==> src/hdl/tape_pulse_pair_byte_decoder_macros.svh <==
// ----------------------------------------------------------------------------
// Assertion macros for the tape pulse-pair byte decoder
// Concurrent checks on clk, disabled during rst; empty for synthesis.
// ----------------------------------------------------------------------------
`ifndef TAPE_PULSE_PAIR_BYTE_DECODER_MACROS_SVH
`define TAPE_PULSE_PAIR_BYTE_DECODER_MACROS_SVH
`ifndef SYNTHESIS
// check a property on every edge out of reset
`define TPD_ASSERT(label, prop, msg) \
  label: assert property (@(posedge clk) disable iff (rst) prop) else $error(msg);
// check that a condition implies a consequence at the next edge
`define TPD_ASSERT_NEXT(label, ante, cons, msg) \
  label: assert property (@(posedge clk) disable iff (rst) (ante) |=> (cons)) else $error(msg);
`else
`define TPD_ASSERT(label, prop, msg)
`define TPD_ASSERT_NEXT(label, ante, cons, msg)
`endif
`endif

==> src/hdl/tpd_pkg.sv <==
// ----------------------------------------------------------------------------
// Tape pulse-pair decoder package
// Shared constants, event codes and the structs passed between stages.
// ----------------------------------------------------------------------------
package tpd_pkg;

  localparam logic [7:0] IDLE_LEVEL      = 8'd127;
  localparam logic [7:0] NOISE_LIMIT     = 8'd5;
  localparam logic [7:0] THRESHOLD_RESET = 8'd15;
  localparam logic [3:0] FRAME_BITS      = 4'd10;
  localparam logic [3:0] START_POS       = 4'd1;
  localparam logic [3:0] DATA_FIRST_POS  = 4'd2;
  localparam logic [3:0] DATA_LAST_POS   = 4'd9;

  typedef enum logic [1:0] {
    EV_GOOD     = 2'd0,
    EV_PARITY   = 2'd1,
    EV_START    = 2'd2,
    EV_BOUNDARY = 2'd3
  } event_kind_t;

  // one classified wave pair
  typedef struct packed {
    logic valid;
    logic is_sync;
    logic bit_value;
  } pair_t;

  typedef struct packed {
    logic        valid;
    event_kind_t kind;
    logic [7:0]  byte_value;
    logic [1:0]  block;
    logic        done;
  } result_t;

endpackage

==> src/hdl/tpd_sample_if.sv <==
// ----------------------------------------------------------------------------
// Sample channel
// Valid/ready channel carrying one 8-bit unsigned audio sample per item.
// ----------------------------------------------------------------------------
interface tpd_sample_if;
  logic       valid;
  logic       ready;
  logic [7:0] sample;

  modport source (output valid, output sample, input ready);
  modport sink (input valid, input sample, output ready);
endinterface

==> src/hdl/tpd_event_if.sv <==
// ----------------------------------------------------------------------------
// Event channel
// Valid/ready channel carrying one decoded byte, error or boundary item.
// ----------------------------------------------------------------------------
interface tpd_event_if;
  logic       valid;
  logic       ready;
  logic [1:0] event_kind;
  logic [7:0] byte_value;
  logic [1:0] block_index;
  logic       set_done;

  modport source (output valid, output event_kind, output byte_value,
                  output block_index, output set_done, input ready);
  modport sink (input valid, input event_kind, input byte_value,
                input block_index, input set_done, output ready);
endinterface

==> src/hdl/tpd_pair_detect.sv <==
// ----------------------------------------------------------------------------
// Wave pair detector
// Tracks rising-edge peaks, collects wave amplitudes in pairs, drops noise
// and sync overlap, and classifies each pair as sync, bit 1 or bit 0.
// ----------------------------------------------------------------------------
module tpd_pair_detect import tpd_pkg::*; (
  input  logic       clk,
  input  logic       rst,
  input  logic       enable,
  input  logic [7:0] sample,
  input  logic [7:0] threshold,
  output pair_t      pair
);

  logic [7:0] previous_sample;
  logic [7:0] peak_high;
  logic [7:0] peak_low;
  logic [7:0] first_wave;
  logic [7:0] second_wave;
  logic       in_sync;

  logic [7:0] peak_high_next;
  logic [7:0] peak_low_next;
  logic [7:0] first_wave_next;
  logic [7:0] second_wave_next;
  logic       in_sync_next;
  logic [7:0] thr;
  logic [7:0] fw;
  logic [7:0] sw;
  logic [7:0] abs_diff;
  logic       pair_sync;

  always_comb begin
    thr = (threshold == 8'd0) ? 8'd1 : threshold;
    peak_high_next = peak_high;
    peak_low_next  = peak_low;
    fw = first_wave;
    sw = second_wave;
    in_sync_next = in_sync;
    pair = '0;

    if (sample > previous_sample) begin
      if (sample > peak_high) peak_high_next = sample;
      // the low mark takes the sample before the rise
      if (sample < peak_low) peak_low_next = previous_sample;
    end else if (first_wave == 8'd0) begin
      fw = peak_high - peak_low;
      peak_high_next = IDLE_LEVEL;
      peak_low_next  = IDLE_LEVEL;
    end else if (second_wave == 8'd0) begin
      sw = peak_high - peak_low;
    end

    // drop a noise wave, or a growing wave that overlaps sync
    if (fw != 8'd0 && sw != 8'd0) begin
      if (fw < NOISE_LIMIT || (in_sync && sw > fw && (sw - fw) > thr)) begin
        fw = sw;
        sw = 8'd0;
        peak_high_next = IDLE_LEVEL;
        peak_low_next  = IDLE_LEVEL;
      end
    end

    abs_diff  = (fw > sw) ? (fw - sw) : (sw - fw);
    pair_sync = abs_diff < thr;

    if (fw != 8'd0 && sw != 8'd0) begin
      pair.valid     = enable;
      pair.is_sync   = pair_sync;
      pair.bit_value = sw < fw;
      in_sync_next   = pair_sync;
      fw = 8'd0;
      sw = 8'd0;
      peak_high_next = IDLE_LEVEL;
      peak_low_next  = IDLE_LEVEL;
    end

    first_wave_next  = fw;
    second_wave_next = sw;
  end

  always_ff @(posedge clk) begin
    if (rst) begin
      previous_sample <= IDLE_LEVEL;
      peak_high       <= IDLE_LEVEL;
      peak_low        <= IDLE_LEVEL;
      first_wave      <= 8'd0;
      second_wave     <= 8'd0;
      in_sync         <= 1'b0;
    end else if (enable) begin
      previous_sample <= sample;
      peak_high       <= peak_high_next;
      peak_low        <= peak_low_next;
      first_wave      <= first_wave_next;
      second_wave     <= second_wave_next;
      in_sync         <= in_sync_next;
    end
  end

endmodule

==> src/hdl/tpd_framer.sv <==
// ----------------------------------------------------------------------------
// Byte framer
// Assembles start, data and parity bits into bytes and numbers the blocks
// that sync pairs close.
// ----------------------------------------------------------------------------
module tpd_framer import tpd_pkg::*; (
  input  logic    clk,
  input  logic    rst,
  input  pair_t   pair,
  output result_t res
);

  `include "tape_pulse_pair_byte_decoder_macros.svh"

  logic [3:0] bit_position;
  logic [7:0] byte_shift;
  logic       start_bit;
  logic       parity_odd;
  logic [1:0] block_number;
  logic       block_has_bytes;

  logic [3:0] bit_position_next;
  logic [7:0] byte_shift_next;
  logic       start_bit_next;
  logic       parity_odd_next;
  logic [1:0] block_number_next;
  logic       block_has_bytes_next;
  logic [3:0] pos_inc;
  logic [2:0] data_index;

  always_comb begin
    bit_position_next    = bit_position;
    byte_shift_next      = byte_shift;
    start_bit_next       = start_bit;
    parity_odd_next      = parity_odd;
    block_number_next    = block_number;
    block_has_bytes_next = block_has_bytes;
    pos_inc    = bit_position + 4'd1;
    data_index = 3'(bit_position - 4'd1);
    res = '0;
    res.block = block_number;

    if (pair.valid && pair.is_sync) begin
      bit_position_next = 4'd0;
      byte_shift_next   = 8'd0;
      start_bit_next    = 1'b0;
      parity_odd_next   = 1'b0;
      // close a block only once it holds a good byte
      if (block_has_bytes) begin
        res.valid            = 1'b1;
        res.kind             = EV_BOUNDARY;
        res.done             = block_number == 2'd3;
        block_has_bytes_next = 1'b0;
        block_number_next    = block_number + 2'd1;
      end
    end else if (pair.valid) begin
      bit_position_next = pos_inc;
      if (pos_inc == START_POS) begin
        start_bit_next = pair.bit_value;
      end else if (pos_inc >= DATA_FIRST_POS && pos_inc <= DATA_LAST_POS) begin
        if (pair.bit_value) begin
          byte_shift_next[data_index] = 1'b1;
          parity_odd_next = ~parity_odd;
        end
      end else if (pos_inc == FRAME_BITS) begin
        res.valid = 1'b1;
        if (!start_bit) begin
          res.kind = EV_START;
        end else if (parity_odd ^ pair.bit_value) begin
          res.kind             = EV_GOOD;
          res.byte_value       = byte_shift;
          block_has_bytes_next = 1'b1;
        end else begin
          res.kind = EV_PARITY;
        end
        bit_position_next = 4'd0;
        byte_shift_next   = 8'd0;
        start_bit_next    = 1'b0;
        parity_odd_next   = 1'b0;
      end
    end
  end

  always_ff @(posedge clk) begin
    if (rst) begin
      bit_position    <= 4'd0;
      byte_shift      <= 8'd0;
      start_bit       <= 1'b0;
      parity_odd      <= 1'b0;
      block_number    <= 2'd0;
      block_has_bytes <= 1'b0;
    end else begin
      bit_position    <= bit_position_next;
      byte_shift      <= byte_shift_next;
      start_bit       <= start_bit_next;
      parity_odd      <= parity_odd_next;
      block_number    <= block_number_next;
      block_has_bytes <= block_has_bytes_next;
    end
  end

  `TPD_ASSERT(a_frame_closes, pair.valid && !pair.is_sync && bit_position == 4'd9 |-> res.valid, "tenth bit gave no frame result")
  `TPD_ASSERT(a_done_on_last, res.valid && res.done |-> res.kind == EV_BOUNDARY && res.block == 2'd3, "set_done outside the closing of block 3")
  `TPD_ASSERT_NEXT(a_block_advance, res.valid && res.kind == EV_BOUNDARY, block_number == 2'($past(block_number) + 2'd1) && !block_has_bytes, "block number did not advance on boundary")
  `TPD_ASSERT_NEXT(a_good_marks_block, res.valid && res.kind == EV_GOOD, block_has_bytes, "good byte did not mark its block")

endmodule

==> src/hdl/tape_pulse_pair_byte_decoder.sv <==
// ----------------------------------------------------------------------------
// Tape pulse-pair byte decoder
// Decodes 8-bit cassette audio samples into framed bytes, errors and
// block boundaries.
// ----------------------------------------------------------------------------
//  channel    dir  payload                                           handshake
//  samples    in   sample[7:0]                                       valid/ready
//  events     out  event_kind[1:0] byte_value[7:0] block_index[1:0]
//                  set_done                                          valid/ready
//  cfg        in   cfg_wr_data[7:0] = threshold                      cfg_wr_en
//
//  One sample per cycle, sustained while events are not stalled; a result
//  passes through the input register, then the pair/frame logic into the
//  result register. Reset clears all decoder state and sets the threshold
//  to 15. A stalled result register holds the input stage, and a sample is
//  still taken in the cycle the waiting result leaves.
// ----------------------------------------------------------------------------
module tape_pulse_pair_byte_decoder import tpd_pkg::*; (
  input  logic             clk,
  input  logic             rst,
  tpd_sample_if.sink       samples,
  tpd_event_if.source      events,
  input  logic             cfg_wr_en,
  input  logic [7:0]       cfg_wr_data
);

  logic       pair_threshold;
  logic [7:0] threshold;
  logic       s1_valid;
  logic [7:0] s1_sample;
  logic       advance;
  pair_t      pair;
  result_t    res;

  logic        out_valid;
  event_kind_t out_kind;
  logic [7:0]  out_byte;
  logic [1:0]  out_block;
  logic        out_done;

  assign pair_threshold = cfg_wr_en;
  assign advance        = s1_valid && (!out_valid || events.ready);
  assign samples.ready  = !s1_valid || advance;

  always_ff @(posedge clk) begin
    if (rst) begin
      threshold <= THRESHOLD_RESET;
    end else if (pair_threshold) begin
      threshold <= cfg_wr_data;
    end
  end

  // input register
  always_ff @(posedge clk) begin
    if (rst) begin
      s1_valid <= 1'b0;
    end else if (samples.ready) begin
      s1_valid <= samples.valid;
    end
  end

  always_ff @(posedge clk) begin
    if (samples.valid && samples.ready) begin
      s1_sample <= samples.sample;
    end
  end

  tpd_pair_detect u_pair_detect (
    .clk       (clk),
    .rst       (rst),
    .enable    (advance),
    .sample    (s1_sample),
    .threshold (threshold),
    .pair      (pair)
  );

  tpd_framer u_framer (
    .clk  (clk),
    .rst  (rst),
    .pair (pair),
    .res  (res)
  );

  // result register
  always_ff @(posedge clk) begin
    if (rst) begin
      out_valid <= 1'b0;
    end else if (advance) begin
      out_valid <= res.valid;
    end else if (events.ready) begin
      out_valid <= 1'b0;
    end
  end

  always_ff @(posedge clk) begin
    if (advance && res.valid) begin
      out_kind  <= res.kind;
      out_byte  <= res.byte_value;
      out_block <= res.block;
      out_done  <= res.done;
    end
  end

  assign events.valid       = out_valid;
  assign events.event_kind  = out_kind;
  assign events.byte_value  = out_byte;
  assign events.block_index = out_block;
  assign events.set_done    = out_done;

endmodule
==> src/flat_wrapper.sv <==
// flat-port wrapper written by rule: the top's interface ports become plain ports
module tape_pulse_pair_byte_decoder_flat import tpd_pkg::*;
  (clk, rst, cfg_wr_en, cfg_wr_data, samples_valid, samples_sample, samples_ready, events_valid, events_event_kind, events_byte_value, events_block_index, events_set_done, events_ready);
  tpd_sample_if samples_i ();
  tpd_event_if events_i ();
  input  logic clk;
  input  logic rst;
  input  logic cfg_wr_en;
  input  logic [7:0] cfg_wr_data;
  input wire logic [$bits(samples_i.valid)-1:0] samples_valid;
  input wire logic [$bits(samples_i.sample)-1:0] samples_sample;
  output wire logic [$bits(samples_i.ready)-1:0] samples_ready;
  output wire logic [$bits(events_i.valid)-1:0] events_valid;
  output wire logic [$bits(events_i.event_kind)-1:0] events_event_kind;
  output wire logic [$bits(events_i.byte_value)-1:0] events_byte_value;
  output wire logic [$bits(events_i.block_index)-1:0] events_block_index;
  output wire logic [$bits(events_i.set_done)-1:0] events_set_done;
  input wire logic [$bits(events_i.ready)-1:0] events_ready;
  assign samples_i.valid = samples_valid;
  assign samples_i.sample = samples_sample;
  assign samples_ready = samples_i.ready;
  assign events_valid = events_i.valid;
  assign events_event_kind = events_i.event_kind;
  assign events_byte_value = events_i.byte_value;
  assign events_block_index = events_i.block_index;
  assign events_set_done = events_i.set_done;
  assign events_i.ready = events_ready;
  tape_pulse_pair_byte_decoder u_core (.clk(clk), .rst(rst), .samples(samples_i), .events(events_i), .cfg_wr_en(cfg_wr_en), .cfg_wr_data(cfg_wr_data));
endmodule
==> config.mk <==
export PLATFORM = sky130hd
export DESIGN_NAME = tape_pulse_pair_byte_decoder_flat
export DESIGN_NICKNAME = d
export VERILOG_FILES = /design/src/hdl/tpd_pkg.sv /design/src/hdl/tpd_sample_if.sv /design/src/hdl/tpd_event_if.sv /design/src/hdl/tpd_pair_detect.sv /design/src/hdl/tpd_framer.sv /design/src/hdl/tape_pulse_pair_byte_decoder.sv /design/src/flat_wrapper.sv
export VERILOG_INCLUDE_DIRS = /design/src /design/src/hdl
export SDC_FILE = /design/constraint.sdc
export NUM_CORES = 1
export LEC_CHECK = 0
export ABC_AREA = 1
export BUFFER_PORTS_ARGS = -buffer_cell sky130_fd_sc_hd__buf_2
export CAP_MARGIN = 20
export CORE_MARGIN = 3
export CORE_UTILIZATION = 40
export DETAILED_ROUTE_END_ITERATION = 6
export PLACE_DENSITY_LB_ADDON = 0.25
export SLEW_MARGIN = 10
export SYNTH_ARGS = -nofsm -noshare
export SYNTH_HDL_FRONTEND = slang
export SYNTH_SLANG_ARGS = --single-unit
==> constraint.sdc <==
create_clock -name clk -period 8.8 [get_ports clk]
set_input_delay 0.44 -clock clk [delete_from_list [all_inputs] [get_ports clk]]
set_output_delay 0.44 -clock clk [all_outputs]
set_load 0.01 [all_outputs]
Yosys cells after proc, flatten, opt, wreduce, memory -nomap -nowiden
Cells that the tools add are included.

Logic and storage cells: 137. Output and inout port bits: 15. Register bits: 89.

Reductions and logical operators: 32. $add $sub $neg: 7. Order comparisons: 13. Bitwise gates (word level): 9. Eq/ne operators: 5. Mux-type cells: 51.

Operators with widths (count): $mux 8 (30); $mux 11 (4); $gt 8x8->1 (5); $reduce_bool 8->1 (4); $sub 8x8->8 (4); $logic_not 8->1 (3); $lt 8x8->1 (3); $mux 4 (3); $logic_and 1x1->1 (10); $mux 1 (9); $mux 3 (3); $lt 8x3->1 const B (1); $or 8x8->8 (1); $not 1->1 (7); $reduce_or 7->1 (1); $reduce_and 6->1 (1); $reduce_bool 2->1 (3); $add 4x1->4 const B (1); $eq 4x1->1 const B (1); $eq 4x4->1 const B (1); $ge 4x2->1 const B (1); $le 4x4->1 const B (1); $lt 3x4->1 const B (1); $ne 2x2->1 const B (2); other kinds (13) (17).

Depth between registers and ports, before layout
Gate-level depths: netlist of run 1.

Depth in word-level cells: 23. Gate-level depth with buffers: 61.

Hierarchy
Synthesis of run 1 repeated with hierarchy kept, for this count alone.

Cells, all modules: 953. Area, all modules: 6889.1 µm².

By module, submodules not included: tpd_pair_detect (instances 1, sequential area each 820.8 µm², cells an instance 736, area an instance 4787.1 µm²); tpd_framer (instances 1, sequential area each 340.3 µm², cells an instance 144, area an instance 1072.3 µm²); tape_pulse_pair_byte_decoder (instances 1, sequential area each 830.8 µm², cells an instance 73, area an instance 1029.7 µm²).

Worst setup path before layout of run 1
No wires, ideal clock.

Path type: register to register. Start point: register u_core.s1_sample[7]. End point: register u_core.out_block[0] (netlist: u_core.events.block_index[0]), enable pin. Slack: 1.495 ns. Period minus slack after synthesis: 7.305 ns. Stages on the path, launching flop included: 52. Arrival: 6.946 ns. Buffers on the path: 2. Library setup time: 0.360 ns. Cell sequence: edfxtp_1 ha_1 a21o_1 nor2_1 nand2_2 nand2_2 buf_6 nand2_2 o21bai_2 ha_1 nor2_1 o31ai_1 nor2_1 o31a_1 a21oi_1 nor2_1 nor2_1 xnor2_1 [16 not listed] inv_1 nand4_1 nand2_2 nand2_1 nand2_1 nand2_4 inv_4 nand2_1 nand2_1 inv_1 ha_1 a21oi_1 o21ai_0 nand4_1 o211ai_1 nor2_4 nand2_2 nand2_1.

Cells in the longest elaborated chain, start to end: 15.

Ends and longest elaborated chain: from (decl) (line tape_pulse_pair_byte_decoder.sv:30) `logic [7:0] s1_sample;`; from (signal assigned) (line tape_pulse_pair_byte_decoder.sv:64) `s1_sample <= samples.sample;`; $gt 8x8->1 (*) (line tpd_pair_detect.sv:42) `if (sample > previous_sample) begin`; $mux 8 (line tpd_pair_detect.sv:42); $sub 8x8->8 or $gt 8x8->1 (tied branches) (line tpd_pair_detect.sv:56) `if (fw < NOISE_LIMIT || (in_sync && sw > fw && (sw - fw) > thr)) begin`; $gt 8x8->1 or $logic_and 1x1->1 (tied branches) (line tpd_pair_detect.sv:56); $logic_and 1x1->1 (line tpd_pair_detect.sv:56); $logic_or 1x1->1 (line tpd_pair_detect.sv:56); $mux 8 (line tpd_pair_detect.sv:56); $mux 8 (line tpd_pair_detect.sv:55) `if (fw != 8'd0 && sw != 8'd0) begin`; $sub 8x8->8 or $gt 8x8->1 (tied branches) (line tpd_pair_detect.sv:64) `abs_diff = (fw > sw) ? (fw - sw) : (sw - fw);`; $mux 8 (line tpd_pair_detect.sv:64); $lt 8x8->1 (line tpd_pair_detect.sv:65) `pair_sync = abs_diff < thr;`; $mux 3 (*) (line tpd_pair_detect.sv:67) `if (fw != 8'd0 && sw != 8'd0) begin`; $logic_and 1x1->1 (line tpd_framer.sv:43) `if (pair.valid && pair.is_sync) begin`; $mux 3 (*) (line tpd_framer.sv:43); $logic_and 1x1->1 (*) (line tape_pulse_pair_byte_decoder.sv:96) `if (advance && res.valid) begin`; to (signal assigned) (line tape_pulse_pair_byte_decoder.sv:99) `out_block <= res.block;`; to (decl) (line tape_pulse_pair_byte_decoder.sv:38) `logic [1:0] out_block;`.

Every way passes the cells marked *; elsewhere a longest branch is shown, timed or not. A chain may end at the register's enable or synchronous reset.

Final worst setup path of run 1
Start point: register u_core.s1_sample[7]. End point: register u_core.u_framer.start_bit.

Cells in the longest elaborated chain, start to end: 14.

Ends and longest elaborated chain: $gt 8x8->1 (*) (line tpd_pair_detect.sv:42); $mux 8 (line tpd_pair_detect.sv:42); $sub 8x8->8 or $gt 8x8->1 (tied branches) (line tpd_pair_detect.sv:56); $gt 8x8->1 or $logic_and 1x1->1 (tied branches) (line tpd_pair_detect.sv:56); $logic_and 1x1->1 (line tpd_pair_detect.sv:56); $logic_or 1x1->1 (line tpd_pair_detect.sv:56); $mux 8 (line tpd_pair_detect.sv:56); $mux 8 (line tpd_pair_detect.sv:55); $sub 8x8->8 or $gt 8x8->1 (tied branches) (line tpd_pair_detect.sv:64); $mux 8 (line tpd_pair_detect.sv:64); $lt 8x8->1 (line tpd_pair_detect.sv:65); $mux 3 (*) (line tpd_pair_detect.sv:67); $logic_and 1x1->1 (line tpd_framer.sv:43); $reduce_or 2->1 (no source line); to (signal assigned) (line tpd_framer.sv:95) `start_bit <= start_bit_next;`; to (decl) (line tpd_framer.sv:17) `logic start_bit;`.

Marks and branches as above.

==> metrics.csv, run 1 <==
stage;metric;value;unit
setup_path;Buf+Inv Stages, Crit Path;5;
logic_synthesis;top-count cell post-synth;nand2_1;
placed_design;Detail Placement HPWL;12600;um
logic_synthesis;Mapped Cells;937;
clock_tree;Root Driver;clkbuf_16;
cells_and_area;fin area;7480;sq um
setup_path;CP max stage delay;460;ps
drt;drt via density;5.18;
floorplan;I/O Pins;36;
sta;Final min period;7960;ps
cells_and_area;share of cells above drive strength 1;11.8;%
hold_path;worst hold path type;in -> reg;
setup_path;crit-path most repeated cell;nand2_1;
status;run status;completed;
sta;Setup Viol. Count Final;0;
global_route;first-pass GRT wire length;28100;um
placed_design;placed insts;1173;
logic_synthesis;Seq cells post-synth;89;
logic_synthesis;synthesized area per cell;7.21;sq um
sta;unrepaired setup endpoints after global routing;false;
sta;Final Cycle Share;90.4;%
logic_synthesis;yosys warns;0;
setup_path;WP data arrival;8220;ps
sta;setup ws final;844;ps
clock_tree;CTS Buf Count;9;
clock_tree;Hold-fix buffers, CTS;0;
floorplan;Die ar.;18500;sq um
floorplan;Rows;46;
cells_and_area;filler cell count;1637;
setup_path;crit end category;register;
placed_design;Final GP Congestion;0.902;
clock_tree;clock sink count;89;
setup_path;CP Max Fanout;13;
cells_and_area;# diodes;0;
global_route;grt ovf;0;
sta;Final Slew Violations;0;
logic_synthesis;top cells by area, synth;dfxtp_1 (20%), ha_1 (13%), nand2_1 (10%);
clock_tree;Clock Path Buffers;2;
sta;Peak Freq;126;MHz
drt;DRT Wirelength;16800;um
floorplan;core area;16200;sq um
clock_tree;clk_lat worst skew;370;ps
cells_and_area;register area;1990;sq um
floorplan;Initial Util;41.7;%
placed_design;PortBufs;35;
logic_synthesis;sequential fraction of the synthesis area;29.5;%
placed_design;worst slack at placement;407;ps
sta;clock skew;15.3;ps
logic_synthesis;Commonest cells post-synth;nand2_1 (188), inv_1 (146), a21oi_1 (92);
setup_path;Crit path max-delay family;simple AND/OR/NAND/NOR gates;
cells_and_area;Final #Nets;1066;
setup_path;Worst path slowest cell;edfxtp_1;
clock_tree;H-tree depth;3;
setup_path;critical path launch point type;register;
sta;Max transition margin;28.5;%
sta;post-route setup TNS;0;ps
setup_path;WS Path Type;reg -> reg;
logic_synthesis;synth unique cells;55;
drt;DRC Markers;0;
clock_tree;CTS tree;built;
logic_synthesis;number of synthesized flops with an enable pin;21;
logic_synthesis;mapped cell area;6750;sq um
logic_synthesis;syn_nets;1033;
sta;Final Hold Fails;0;
cells_and_area;Finished Layout Cells;1191;
cells_and_area;area of the multi-input gates;4090;sq um
setup_path;Worst EP required;9070;ps
logic_synthesis;post-synth top area cell;dfxtp_1;
drt;Via Count;6166;
clock_tree;Worst-path clk slew;70;ps
sta;worst slew pin tran;1070;ps
drt;initial DRC count;369;
drt;drt pass-1 iters;5;
drt;Wirelength per Cell;14.1;um
logic_synthesis;Main synth FF type;dfxtp_1;
floorplan;Die Y-Extent;136;um
run;max-cap viol count;0;
global_route;number of global-route vias before repair;5900;
drt;DRT antenna net count;0;
global_route;Total GRT Usage;18.8;%
logic_synthesis;FFs w/ async S/R, synth;0;%
global_route;initial antenna violation count;0;
cells_and_area;Area growth syn-to-layout;10.8;%
global_route;largest net degree at the start of global routing;45;
logic_synthesis;post-synth top area share;20.2;%
placed_design;area post-placement;7150;sq um
floorplan;Chip Width;136;um
[metrics by stage]
step                util [%]  hold slack [ps]
finish                  46.3              252
global route            46.3              246
CTS                     46.0              237
detailed placement      44.2              449
global placement        44.2              447
floorplan                  -              431
[flip-flops by register name, summed over array words and instances (netlist names)]
name,flops
u_core.u_pair_detect.peak_low,8
u_core.u_pair_detect.peak_high,8
u_core.u_framer.start_bit,1
u_core.u_framer.bit_position,4
u_core.u_framer.block_number,2
u_core.s1_valid,1
u_core.events.valid,1
u_core.u_framer.block_has_bytes,1
u_core.events.byte_value,8
u_core.events.set_done,1
u_core.u_pair_detect.previous_sample,8
u_core.u_framer.parity_odd,1
u_core.threshold,8
u_core.u_pair_detect.first_wave,8
u_core.u_pair_detect.second_wave,8
u_core.u_framer.byte_shift,8
u_core.events.block_index,2
u_core.s1_sample,8
u_core.events.event_kind,2
u_core.u_pair_detect.in_sync,1
[final cells by class]
type                       instances  share of cell area [%]
multi-input combinational        670                    54.6
tap                              216                    3.61
clock buffer                       9                    3.01
timing repair buffer              44                    3.24
timing repair inverter             1                  0.0669
sequential                        89                    26.6
inverter                         155                    7.89
clock inverter                     7                   0.936
[what timing repair did]
item	CTS	global route
gates resized for setup	0	10
buffers inserted	0	1
hold endpoints to repair	0	0
endpoints found under the setup margin	0	42
[path summary, 6_finish.rpt]
kind	start	to	slack, ps	cells past startpoint
max reg2reg	u_core.s1_sample[7]	u_core.u_framer.start_bit	840	49
max	u_core.s1_sample[7]	u_core.u_framer.start_bit	840	49
min	samples_sample[7]	u_core.s1_sample[7]	250	1
min reg2reg	u_core.u_framer.byte_shift[0]	u_core.u_framer.byte_shift[0]	460	2
[logic make-up (layout without fill, tap and decap cells)]
logic type | count (synthesis) | count (layout) | share of synthesized area (%)
buf+inv | 178 | 216 | 10.3
simple gates | 370 | 370 | 25.0
fa+ha+maj | 75 | 75 | 14.3
xor+xnor | 22 | 22 | 2.85
compound gates | 203 | 203 | 18.0
flops | 89 | 89 | 29.5
[cell usage in the layout (no fill, tap or decap), types with 19 or more instances in the layout]
cell / instances
dfxtp_1: 68
edfxtp_1: 21
inv_1: 145
buf_2: 35
nand3_1: 54
a21oi_1: 92
nor2_1: 74
o21ai_0: 37
o211ai_1: 19
ha_1: 71
nand2_1: 186
[layer usage]
metal,vias up,wire length [um],track usage (%)
met3,31,770,2.55
met4,0,456,8.01
li1,3167,-,-
met1,2809,7970,24.4
met2,159,7590,31.2
met5,-,0,0
Power of run 1 is left out: the tool's default activity adds up to more than one toggle a clock period on the data nets, which glitch-free logic cannot reach.
==> inputs of run 2 (changes only) <==
CORE_UTILIZATION = 57   (was 40)
SYNTH_HIERARCHICAL = 1   (was unset)
==> run 2 against run 1 <==
Effect of this change:
- synthesized area is 2.0% higher
- utilization grew 19 points
- synthesized cell count rose by 1.7%
- clock skew down 5.0 ps
- first-iteration DRC count increased by 44%
- global-route usage is 5.8 points higher
- register-to-register slack worse by 160 ps
- cell area rose by 1.6%
- non-clock buffer count increased by 5
- flip-flop and latch count unchanged
- wire length is 3.4% lower
- clock-buffer cell count unchanged
==> metrics.csv, run 2 <==
stage;metric;value;unit;change
clock_tree;CTS tree;built;;
setup_path;WS Path Type;reg -> reg;;
sta;worst slew pin tran;1010;ps;-60.7 ps
setup_path;Worst path slowest cell;edfxtp_1;;
setup_path;Crit path max-delay family;simple AND/OR/NAND/NOR gates;;
logic_synthesis;Commonest cells post-synth;nand2_1 (215), inv_1 (138), a21oi_1 (87);;
global_route;first-pass GRT wire length;26400;um;-5.8%
cells_and_area;Area growth syn-to-layout;10.4;%;
drt;wire length on met2;7770;um;+2.4%
setup_path;WP data arrival;8180;ps;-40 ps
clock_tree;CTS Buf Count;9;;unchanged
run;max-cap viol count;0;;unchanged
global_route;grt ovf;0;;unchanged
logic_synthesis;FFs w/ async S/R, synth;0;%;unchanged
logic_synthesis;Seq cells post-synth;89;;unchanged
floorplan;Initial Util;59.3;%;+18 points
setup_path;CP Max Fanout;19;;+6
floorplan;Die Y-Extent;116;um;-15%
cells_and_area;Final #Nets;1085;;+1.8%
sta;post-route setup TNS;0;ps;unchanged
drt;DRT Wirelength;16200;um;-3.4%
floorplan;Rows;39;;-15%
sta;Final Cycle Share;92.2;%;+1.8 points
drt;Via Count;6250;;+1.4%
logic_synthesis;number of synthesized flops with an enable pin;21;;unchanged
placed_design;area post-placement;7160;sq um;+0.16%
cells_and_area;highest-count cells in the layout ignoring fill and taps;nand2_1 (215), inv_1 (137), a21oi_1 (87), ha_1 (69), dfxtp_1 (68);;
drt;max layer used;met4;;
cells_and_area;share of cells above drive strength 1;14.7;%;+2.9 points
drt;DRC Markers;0;;unchanged
logic_synthesis;post-synth top area cell;dfxtp_1;;
global_route;Total GRT Usage;24.5;%;+5.8 points
cells_and_area;commonest non-fill, non-tap cell in the layout;nand2_1;;
setup_path;Buf+Inv Stages, Crit Path;9;;+4
placed_design;Final GP Congestion;0.947;;+4.9%
clock_tree;Clock Path Buffers;2;;unchanged
clock_tree;H-tree depth;3;;unchanged
sta;setup ws final;687;ps;-157 ps
sta;clock skew;10.3;ps;-5.04 ps
logic_synthesis;Main synth FF type;dfxtp_1;;
hold_path;worst hold path type;in -> reg;;
setup_path;CP max stage delay;480;ps;+20 ps
logic_synthesis;top cells by area, synth;dfxtp_1 (20%), ha_1 (13%), nand2_1 (12%);;
sta;Final Slew Violations;0;;unchanged
sta;Max transition margin;32.5;%;+4.0 points
drt;WL met3;680;um;-12%
placed_design;worst slack at placement;332;ps;-74.9 ps
logic_synthesis;syn_nets;1049;;+1.5%
sta;Peak Freq;123;MHz;-1.9%
clock_tree;Root Driver;clkbuf_16;;
drt;DRT antenna net count;0;;unchanged
logic_synthesis;synthesized area per cell;7.23;sq um;+0.33%
logic_synthesis;mapped cell area;6890;sq um;+2.0%
sta;Final min period;8110;ps;+157 ps
sta;Setup Viol. Count Final;0;;unchanged
cells_and_area;# diodes;0;;unchanged
cells_and_area;fin area;7600;sq um;+1.6%
drt;WL met1;7460;um;-6.4%
drt;drt via density;5.50;;+6.2%
floorplan;Die ar.;13400;sq um;-27%
logic_synthesis;sequential fraction of the synthesis area;28.9;%;-0.59 points
logic_synthesis;synth unique cells;53;;-3.6%
clock_tree;clock sink count;89;;unchanged
status;run status;completed;;
global_route;initial antenna violation count;0;;unchanged
logic_synthesis;yosys warns;6;;+6
floorplan;Chip Width;116;um;-15%
drt;Wirelength per Cell;14.3;um;+1.2%
cells_and_area;Final Core Density;65.5;%;+19 points
clock_tree;clk_lat worst skew;350;ps;-20 ps
floorplan;I/O Pins;36;;unchanged
setup_path;crit end category;register;;
drt;initial DRC count;530;;+44%
floorplan;core area;11600;sq um;-28%
global_route;number of global-route vias before repair;5660;;-4.1%
setup_path;Worst EP required;8870;ps;-200 ps
sta;Final Hold Fails;0;;unchanged
setup_path;critical path launch point type;register;;
setup_path;crit-path most repeated cell;nand2_1;;
drt;drt pass-1 iters;5;;unchanged
global_route;largest net degree at the start of global routing;47;;+4.4%
clock_tree;Hold-fix buffers, CTS;0;;unchanged
logic_synthesis;top-count cell post-synth;nand2_1;;
clock_tree;Worst-path clk slew;70;ps;about the same
placed_design;PortBufs;35;;unchanged
logic_synthesis;Mapped Cells;953;;+1.7%
placed_design;Detail Placement HPWL;12300;um;-3.1%
logic_synthesis;post-synth top area share;19.8;%;-0.40 points
[run 2: through the flow]
step                std cells  hold WS [ps]
global route             1137           249
global placement         1112           445
detailed placement       1112           447
CTS                      1128           244
finish                   1137           260
floorplan                 953           429
[run 2: worst reg2reg max path, delay by kind of cell, from the launching register on]
family	cells	cell delay, ps
buffers and inverters	9	1060
AO/OA/AOI/OAI	10	1340
XOR/XNOR	1	130
AND/OR/NAND/NOR	24	2750
adder cells (fa/ha/maj)	7	2100
flip-flops	1	480
[run 2: worst paths after layout]
kind	from	end	slack [ps]	cells past startpoint
worst min-delay path	samples_sample[0]	u_core/s1_sample[0]	260	1
worst max register to register	u_core/s1_sample[6]	u_core/events.block_index[0]	690	51
worst min register to register	u_core/threshold[3]	u_core/threshold[3]	460	2
worst max-delay path	u_core/s1_sample[6]	u_core/events.block_index[0]	690	51
[run 2: layer usage]
metal,up-vias,global-route usage (%)
met5,-,0
met4,0,9.98
met3,28,3.08
met2,150,40.8
met1,2849,32.3
li1,3223,-
[run 2: cell type report]
class / instances / area [sq um]
well taps: 143 / 179
inverters: 150 / 577
clock inverters: 7 / 67.6
flip-flops and latches: 89 / 1990
multi-input cells: 689 / 4270
fillers: 1021 / 4010
repair inverters: 1 / 7.51
repair buffers: 49 / 284
clock buffers: 9 / 225
[run 2: timing repair]
item,4_1_cts,5_1_grt
setup buffers,0,7
gates resized for setup,0,30
setup endpoints to repair,0,41
[run 2: cell families after synthesis]
logic type               synth area share [%]
XOR/XNOR                                 2.94
adder cells (fa/ha/maj)                  14.1
flip-flops                               28.9
AO/OA/AOI/OAI                            17.9
buffers and inverters                    10.3
AND/OR/NAND/NOR                          25.8
Power of run 2 is left out for the same reason.
